`config.mk`:
```
export PLATFORM = sky130hd
export DESIGN_NAME = row_peak_thinning_top
export DESIGN_NICKNAME = d
export VERILOG_FILES = /design/src/rpt_pkg.sv /design/src/rpt_core.sv /design/src/rpt_out_queue.sv /design/src/row_peak_thinning_top.sv
export SDC_FILE = /design/constraint.sdc
export NUM_CORES = 1
export LEC_CHECK = 0
export BUFFER_PORTS_ARGS = -buffer_cell sky130_fd_sc_hd__buf_4
export CELL_PAD_IN_SITES_DETAIL_PLACEMENT = 2
export CELL_PAD_IN_SITES_GLOBAL_PLACEMENT = 2
export CORE_ASPECT_RATIO = 1.75
export CORE_MARGIN = 5
export CORE_UTILIZATION = 36
export CTS_BUF_LIST = sky130_fd_sc_hd__clkbuf_16
export DETAILED_ROUTE_END_ITERATION = 8
export PLACE_DENSITY = 0.78
export RECOVER_POWER = 100
export SLEW_MARGIN = 40
export SYNTH_ARGS = -nofsm -noshare
export SYNTH_HDL_FRONTEND = slang
export SYNTH_SLANG_ARGS = --single-unit
export TNS_END_PERCENT = 5
```
`constraint.sdc`:
```
create_clock -name clk -period 3.2 [get_ports clk]
set_input_delay 0.64 -clock clk [delete_from_list [all_inputs] [get_ports clk]]
set_output_delay 0.64 -clock clk [all_outputs]
set_load 0.02 [all_outputs]
```
`src/rpt_pkg.sv`:
```
`timescale 1ns / 1ps

package rpt_pkg;

  localparam logic [7:0] THRESHOLD_RESET = 8'd100;

  // Number of result slots in the output queue.
  localparam int unsigned QUEUE_DEPTH = 2;

  typedef struct packed {
    logic [7:0] pixel_out;
    logic       end_of_row;
    logic       last_of_burst;
  } result_t;

  // Up to two results produced by one item, in delivery order.
  typedef struct packed {
    logic    vld0;
    result_t res0;
    logic    vld1;
    result_t res1;
  } push_t;

endpackage

```
`src/rpt_core.sv`:
```
`timescale 1ns / 1ps

module rpt_core
  import rpt_pkg::*;
(
  input  logic       clk,
  input  logic       rst_n,
  input  logic       cfg_wr_en,
  input  logic [7:0] cfg_wr_data,
  input  logic       item_fire,
  input  logic [7:0] item_pixel,
  input  logic       item_first,
  input  logic       item_last,
  output logic [1:0] item_nres,
  output push_t      push
);

  logic [7:0] thr_r;
  logic [7:0] prev_r, prev_nxt;
  logic [7:0] max_r, max_nxt;
  logic [7:0] pend_r, pend_nxt;
  logic       pend_vld_r, pend_vld_nxt;

  logic [7:0] prev_eff;
  logic [7:0] max_eff;
  logic [7:0] result;
  logic       above;
  logic       below;
  logic       clear_pend;

  // Results this item will produce: the pending pixel, plus the pixel itself at a row end.
  assign item_nres = {1'b0, pend_vld_r} + {1'b0, item_last};

  always_comb begin
    prev_eff   = item_first ? 8'd0 : prev_r;
    max_eff    = item_first ? 8'd0 : max_r;
    above      = item_pixel > thr_r;
    below      = item_pixel < thr_r;
    result     = 8'd0;
    clear_pend = 1'b0;
    prev_nxt   = prev_eff;
    max_nxt    = max_eff;

    if (above && (item_pixel > max_eff)) begin
      result     = item_pixel;
      clear_pend = prev_eff != 8'd0;
      prev_nxt   = item_pixel;
      max_nxt    = item_pixel;
    end else if (above && (item_pixel < max_eff) && (prev_eff != 8'd0)) begin
      prev_nxt = item_pixel;
    end else if (below && (prev_eff != 8'd0)) begin
      prev_nxt = 8'd0;
      max_nxt  = 8'd0;
    end

    push.vld0               = pend_vld_r;
    push.res0.pixel_out     = clear_pend ? 8'd0 : pend_r;
    push.res0.end_of_row    = item_first;
    push.res0.last_of_burst = !item_last;
    push.vld1               = item_last;
    push.res1.pixel_out     = result;
    push.res1.end_of_row    = 1'b1;
    push.res1.last_of_burst = 1'b1;

    if (item_last) begin
      // A row end delivers the pixel at once and starts the next row afresh.
      prev_nxt     = 8'd0;
      max_nxt      = 8'd0;
      pend_nxt     = 8'd0;
      pend_vld_nxt = 1'b0;
    end else begin
      pend_nxt     = result;
      pend_vld_nxt = 1'b1;
    end
  end

  always_ff @(posedge clk) begin
    if (!rst_n) begin
      thr_r      <= THRESHOLD_RESET;
      prev_r     <= 8'd0;
      max_r      <= 8'd0;
      pend_r     <= 8'd0;
      pend_vld_r <= 1'b0;
    end else begin
      if (cfg_wr_en) begin
        thr_r <= cfg_wr_data;
      end
      if (item_fire) begin
        prev_r     <= prev_nxt;
        max_r      <= max_nxt;
        pend_r     <= pend_nxt;
        pend_vld_r <= pend_vld_nxt;
      end
    end
  end

endmodule

```
`src/rpt_out_queue.sv`:
```
`timescale 1ns / 1ps

module rpt_out_queue
  import rpt_pkg::*;
(
  input  logic       clk,
  input  logic       rst_n,
  input  logic       push_en,
  input  push_t      push,
  input  logic       out_ready,
  output logic       out_valid,
  output result_t    head,
  output logic [1:0] count
);

  result_t    q_r   [QUEUE_DEPTH];
  result_t    q_nxt [QUEUE_DEPTH];
  logic [1:0] cnt_r, cnt_nxt;
  logic       pop;

  assign out_valid = cnt_r != 2'd0;
  assign head      = q_r[0];
  assign count     = cnt_r;
  assign pop       = out_valid && out_ready;

  // Pop shifts the second slot forward; pushes then append behind what is left.
  // The caller only pushes when all of an item's results fit, so the append slot is 0 or 1.
  always_comb begin
    q_nxt   = q_r;
    cnt_nxt = cnt_r;
    if (pop) begin
      q_nxt[0] = q_r[1];
      cnt_nxt  = cnt_r - 2'd1;
    end
    if (push_en && push.vld0) begin
      q_nxt[cnt_nxt[0]] = push.res0;
      cnt_nxt           = cnt_nxt + 2'd1;
    end
    if (push_en && push.vld1) begin
      q_nxt[cnt_nxt[0]] = push.res1;
      cnt_nxt           = cnt_nxt + 2'd1;
    end
  end

  always_ff @(posedge clk) begin
    q_r <= q_nxt;
  end

  always_ff @(posedge clk) begin
    if (!rst_n) begin
      cnt_r <= 2'd0;
    end else begin
      cnt_r <= cnt_nxt;
    end
  end

endmodule

```
`src/row_peak_thinning_top.sv`:
```
`timescale 1ns / 1ps
// Channel   Direction  Handshake            Payload
// in        input      in_valid/in_ready    in_pixel_in[7:0], in_row_first, in_row_last
// out       output     out_valid/out_ready  out_pixel_out[7:0], out_end_of_row,
//                                           out_last_of_burst
// cfg       input      cfg_wr_en            cfg_wr_data[7:0] (threshold)
//
// An item is taken on every clock while the two-slot output queue has room for its results.
// Results released by an accepted item pass through the input register and then the output queue
// before they show on the out ports; a kept pixel itself waits for the following item of its row,
// or leaves at once at a row end. A row-end item that also flushes a pending pixel needs both
// slots, so the input register holds it until the queue is empty. in_ready never uses out_ready.
// Reset (rst_n low, synchronous) empties both registers and restores threshold to 100.

module row_peak_thinning_top
  import rpt_pkg::*;
(
  input  logic       clk,
  input  logic       rst_n,
  input  logic       in_valid,
  output logic       in_ready,
  input  logic [7:0] in_pixel_in,
  input  logic       in_row_first,
  input  logic       in_row_last,
  output logic       out_valid,
  input  logic       out_ready,
  output logic [7:0] out_pixel_out,
  output logic       out_end_of_row,
  output logic       out_last_of_burst,
  input  logic       cfg_wr_en,
  input  logic [7:0] cfg_wr_data
);

  logic       in_vld_r;
  logic [7:0] in_pix_r;
  logic       in_first_r;
  logic       in_last_r;
  logic [1:0] nres;
  logic [1:0] q_count;
  logic       fire;
  push_t      push;
  result_t    head;

  // The held item is processed once all of its results fit in the queue.
  assign fire     = in_vld_r && (({1'b0, q_count} + {1'b0, nres}) <= 3'd2);
  assign in_ready = !in_vld_r || fire;

  always_ff @(posedge clk) begin
    if (!rst_n) begin
      in_vld_r <= 1'b0;
    end else if (in_ready) begin
      in_vld_r <= in_valid;
    end
  end

  always_ff @(posedge clk) begin
    if (in_valid && in_ready) begin
      in_pix_r   <= in_pixel_in;
      in_first_r <= in_row_first;
      in_last_r  <= in_row_last;
    end
  end

  rpt_core u_core (
    .clk         (clk),
    .rst_n       (rst_n),
    .cfg_wr_en   (cfg_wr_en),
    .cfg_wr_data (cfg_wr_data),
    .item_fire   (fire),
    .item_pixel  (in_pix_r),
    .item_first  (in_first_r),
    .item_last   (in_last_r),
    .item_nres   (nres),
    .push        (push)
  );

  rpt_out_queue u_queue (
    .clk       (clk),
    .rst_n     (rst_n),
    .push_en   (fire),
    .push      (push),
    .out_ready (out_ready),
    .out_valid (out_valid),
    .head      (head),
    .count     (q_count)
  );

  assign out_pixel_out     = head.pixel_out;
  assign out_end_of_row    = head.end_of_row;
  assign out_last_of_burst = head.last_of_burst;

endmodule

```
==> out/results.ini, run 1 <==
[die]
die_w_um=84.9
core_area_mm2=0.00973
rows=48
die_area_mm2=0.0120
fp.dieH_um=141
initial_core_util_pct=36.4
ios=35

[logic_synthesis]
synth_top_family_by_area=compound AO/OA/AOI/OAI gates
yosysTopAreaCellShare_pct=31.7
yosys_warnings=0
ys_seq_area_share_pct=40.2
synth_compound_area_share_pct=19.6
synth_mux_area_share_pct=4.53
yosys.area_share.simple_pct=19.0
synth.area.top_cells=dfxtp_1 32%, edfxtp_1 8.5%, ha_1 6.7%
synth_seq_cells=66
synth_cell_type_count=48
synthCells=400
avgSynthCellArea_um2=8.84
yosys.area.top_type=dfxtp_1
synth_xor_area_share_pct=2.02
syn_area_mm2=0.00354
syn_nets=443
synth_fa_ha_area_share_pct=7.29

[timing]
rsz0062_at_grt=no
max_freq_mhz=337
tns_ns=0
fin_worst_skew_ns=0.00832
setup_viol=0
hold_viol_final=0
final-max-slew-violation-count=0
holdWs_ns=0.471
worstMarginPinSlew_ns=0.758
fin_crit_ns=2.97
worst_slew_margin_rel_pct=48.9
min_period_over_period_pct=92.7

[drt]
dr.pass1.iters=4
vias_per_cell=5.62
dr_total_vias=3148
drtIter0Drc=145
wl_per_cell_um=19.9
routed_wl_mm=11.2
ant_nets=0
drc=0

[clocking]
clockRootBuffer=clkbuf_16
cts_hold_buf=0
clock_sinks=66
cts_setup_buffers=0
insertion_delay_ns=0.35
cts_inserted_buffers=9
cts.reportedPaths.clkPinSlew_ns=0.06
cts_tree=done
clock_path_buffers=2
cts-resized-gates=0
htreeDepth=3

[global_routing]
grt_pass1_wl_mm=19.0
antenna_found_initial=0
grt_usage_pct=20.4
grt_pass1_vias=3719
overflow=0
grt_max_degree=25

[worst_hold_path]
min-delay-start=u_queue.q_r[9]
holdPathEnd=u_queue.q_r[9]
worstHoldPathCells=2
hp-class=register to register

[worst_setup_path]
r2r-start=in_first_r
crit_fanout=15
r2r_cells=8
startpoint=in_first_r
regToRegEndpoint=u_queue.q_r[7]
start_kind=register
worst_setup_path_end_kind=register
rrSetupSlack_ns=0.23
cp.arrival_ns=3.17
cp.required_ns=3.40
crit_type=register to register

[power]
p_leak_nw=1.62
ir_worst_vdd_mv=0.304
power.density_mw_per_mm2=771

[cells_and_area]
fin_nets=473
layout-drive-gt1-share_pct=14.5
syn2layout_area_growth_pct=16.4
nFillCells=1116
antenna_cells=0

[placed_design]
hpwl_mm=8.58
globalplace.congestion=0.800
portBuffers=34

[outcome]
status=completed

[run]
max-cap-violations=0

cells by family after synthesis:
logic type / after synthesis
buffers and inverters: 52
adder cells (fa/ha/maj): 20
XOR/XNOR: 6
AND/OR/NAND/NOR: 140
multiplexers: 16
AO/OA/AOI/OAI: 100
flip-flops: 66
layer usage:
layer | vias to the layer above | share of wire (%) | track usage (%)
li1 | 1515 | - | -
met1 | 1568 | 37 | 20.0
met2 | 44 | 58 | 39.4
met3 | 21 | 2.2 | 3.98
met4 | 0 | 2.8 | 10.3
met5 | - | 0 | 0
cell type report:
| class | instances | area [um2] | share of cell area [%] |
|---|---|---|---|
| clock inverters | 7 | 61.3 | 1.49 |
| repair buffers | 52 | 328 | 7.96 |
| multi-input cells | 282 | 1860 | 45.0 |
| flip-flops and latches | 66 | 1420 | 34.5 |
| clock buffers | 9 | 225 | 5.47 |
| inverters | 19 | 71.3 | 1.73 |
| well taps | 125 | 156 | 3.80 |
synthesized netlist by cell type (all sizes together):
library cell and instances:
xnor2 6, o21ai 9, or3 1, a211o 1, o221ai 2, and2 1
a21o 2, nor4bb 1, fa 1, edfxtp 10, or2 1, nor3 6
nor4 3, clkbuf 15, a31oi 24, a21oi 27, buf 18, nand4 11
nor2 29, o31ai 1, and4 1, nand3 13, ha 19, a22oi 2
o31a 1, nand2 57, a221o 2, o211ai 5, and3 3, nor2b 5
o41ai 1, mux2i 16, dfxtp 56, o311ai 12, and3b 1, a211oi 3
nand2b 7, o2111ai 8, inv 19
critical path, stage by stage (launching register included):
cell      delay, ns
edfxtp_1       0.59
nand2b_1       0.24
ha_1           0.33
nand4_1        0.21
a21o_1         0.26
a211o_1        0.42
buf_4          0.24
o311ai_0       0.38
a31oi_1        0.14
how the worst max path moves through the flow:
| stage | endpoint | slack [ns] | depth (start not counted) |
|---|---|---|---|
| 5_1_grt | u_queue.head[4] | 0.06 | 8 |
| 3_3_place_gp | u_queue.head[5] | 0.27 | 7 |
| 4_1_cts | u_queue.head[5] | 0.28 | 7 |
| 6_report | u_queue.q_r[7] | 0.23 | 8 |
| 3_5_place_dp | u_queue.head[5] | 0.28 | 7 |
| 2_1_floorplan | u_core.max_r[6] | 0.71 | 9 |
registers in the layout, indices dropped and copies added (netlist names):
signal             flops
u_queue.count          2
u_core.thr_r           8
u_core.max_r           8
in_first_r             1
in_last_r              1
u_queue.head          10
u_queue.q_r           10
in_pix_r               8
u_core.pend_r          8
u_core.pend_vld_r      1
in_vld_r               1
u_core.prev_r          8
placed cells by master (no fill, tap or decap), types with 16 or more instances in the layout:
cell type   n
inv_1      18
ha_1       19
a21oi_1    27
buf_4      26
dfxtp_1    56
nor2_1     28
mux2i_1    16
nand2_1    57
clkbuf_1   16
a31oi_1    24
stage by stage:
step                      cells  power [mW]  instance area (um2)  worst slack, ns  utilization, %
after floorplan             400        1.96                 3540            0.707               -
after global placement      544        2.23                 3890            0.267            40.0
after detailed placement    544        2.29                 3900            0.281            40.1
after CTS                   560        3.29                 4180            0.276            43.0
after global routing        560        3.40                 4120           0.0578            42.3
final                       560        3.17                 4120            0.232            42.3
where the power goes:
group	total (mW)	switching (mW)	internal, mW
logic	1.08	0.680	0.399
registers	1.12	0.107	1.01
clock network	0.979	0.385	0.594
Power figures use the tool's default switching activity.
==> run 2: changes to the inputs <==
--- a/config.mk
+++ b/config.mk
@@ -9,7 +9,6 @@
 export CELL_PAD_IN_SITES_DETAIL_PLACEMENT = 2
 export CELL_PAD_IN_SITES_GLOBAL_PLACEMENT = 2
 export CORE_ASPECT_RATIO = 1.75
-export CORE_MARGIN = 5
 export CORE_UTILIZATION = 36
 export CTS_BUF_LIST = sky130_fd_sc_hd__clkbuf_16
 export DETAILED_ROUTE_END_ITERATION = 8
==> run 2 against run 1 <==
Sequential share of layout area fell by 0.19 points. Setup slack worse by 0.018 ns. Power is 2.7% higher. Routed wire length is 5.0% higher. Utilization increased by 1.1 points. Largest power group unchanged. Highest routed layer unchanged.
==> out/results.ini, run 2 (synthesis results as in run 1) <==
[worst_hold_path]
worstHoldPathCells=2
hp-class=register to register
holdPathEnd=u_queue.q_r[3]
min-delay-start=u_queue.q_r[3]

[placed_design]
portBuffers=34
placed_cells=540
place_ws_ns=0.289
globalplace.congestion=0.849
dpl_cell_area_mm2=0.00389
hpwl_mm=8.48

[cells_and_area]
layout-drive-gt1-share_pct=14.7
nFillCells=1075
final_common_cell=nand2_1
syn2layout_area_growth_pct=17.1
finalNonFillerCells=556
antenna_cells=0
fin_util_pct=43.5
final_cell_mix=57 x nand2_1, 56 x dfxtp_1, 28 x nor2_1
fin_nets=472
final_area_mm2=0.00414

[power]
swShare_pct=36.9
p_leak_nw=1.63
power.density_mw_per_mm2=787
ir_worst_vdd_mv=0.431
seqPwrFrac_pct=34.4
combPwrFrac_pct=33.7
internal_power_mw=2.06
p_switching_mw=1.20
pwr-share-clk_pct=31.9
power.total_mw=3.26

[clocking]
clockRootBuffer=clkbuf_16
cts_setup_buffers=0
cts_inserted_buffers=9
cts_hold_buf=0
cts_tree=done
insertion_delay_ns=0.34
cts.reportedPaths.clkPinSlew_ns=0.06
clock_sinks=66
cts-resized-gates=0
clock_path_buffers=2
htreeDepth=3

[timing]
setup_viol=0
fin_worst_skew_ns=0.0103
worstMarginPinSlew_ns=0.822
fin_crit_ns=2.99
tns_ns=0
rsz0062_at_grt=no
worst_slew_margin_rel_pct=44.6
min_period_over_period_pct=93.3
holdWs_ns=0.473
hold_viol_final=0
max_freq_mhz=335
final-max-slew-violation-count=0
setup_ws_ns=0.214

[global_routing]
grt_usage_pct=24.6
grt_pass1_vias=3626
grt_max_degree=25
grt_pass1_wl_mm=19.2
antenna_found_initial=0
overflow=0

[worst_setup_path]
startpoint=in_first_r
r2r_cells=8
regToRegEndpoint=u_queue.q_r[8]
r2r-start=in_first_r
start_kind=register
cp.required_ns=3.39
crit_type=register to register
crit_path_top_delay_cell=edfxtp_1
crit_fanout=15
cp.arrival_ns=3.18
cpPeakStageDelay_ns=0.61
rrSetupSlack_ns=0.21
critical_path.cell_chain=nand2b_1 -> ha_1 -> nand4_1 -> a21o_1 -> a211o_1 -> buf_4 -> o311ai_0 -> a31oi_1
worst_setup_path_end_kind=register
critical_path_buf_inv_count=1
crit_family=compound AO/OA/AOI/OAI gates

[drt]
dr_total_vias=3209
routed_wl_mm=11.7
wl_per_cell_um=21.1
drc=0
vias_per_cell=5.77
ant_nets=0
drtIter0Drc=140
dr.pass1.iters=4

[die]
die_w_um=76.9
die_area_mm2=0.0102
core_area_mm2=0.00953
rows=47
fp.dieH_um=133
initial_core_util_pct=37.1
ios=35

[outcome]
status=completed

[run]
max-cap-violations=0

-- run 2: area by class of cell --
| class | instances | area [um2] | share of cell area (%) |
|---|---|---|---|
| inverter | 19 | 71.3 | 1.72 |
| tap | 122 | 153 | 3.69 |
| clock inverter | 6 | 62.6 | 1.51 |
| multi-input combinational | 282 | 1860 | 44.8 |
| sequential | 66 | 1420 | 34.3 |
| clock buffer | 10 | 250 | 6.04 |
| timing repair buffer | 51 | 328 | 7.92 |
-- run 2: metal layers --
metal	GRT usage, %	part of all wire [%]	up-vias
li1	-	-	1508
met1	24.6	37	1604
met2	47.3	56	64
met3	5.34	3.4	33
met4	11.1	3.5	0
met5	0	0	-
-- run 2: worst max path at each step --
stage / to / slack (ns) / cells past startpoint
after global placement: u_queue.head[9] / 0.21 / 7
after detailed placement: u_queue.q_r[8] / 0.29 / 8
final: u_queue.q_r[8] / 0.21 / 8
after CTS: u_queue.q_r[5] / 0.25 / 8
after global routing: u_queue.head[6] / 0.06 / 8
after floorplan: u_core.max_r[6] / 0.71 / 9
-- run 2: power by group through the flow --
stage	registers (mW)	clock network, mW	logic [mW]
after floorplan	1.11	0	0.849
after global placement	1.13	0	1.10
after detailed placement	1.14	0	1.16
after CTS	1.13	1.06	1.17
after global routing	1.14	1.09	1.21
final	1.12	1.04	1.10
-- run 2: tightest hold or removal path, cell delays in order, from the launching register on --
cell      delay [ns]
dfxtp_1         0.32
nand2_1         0.05
o221ai_1        0.06
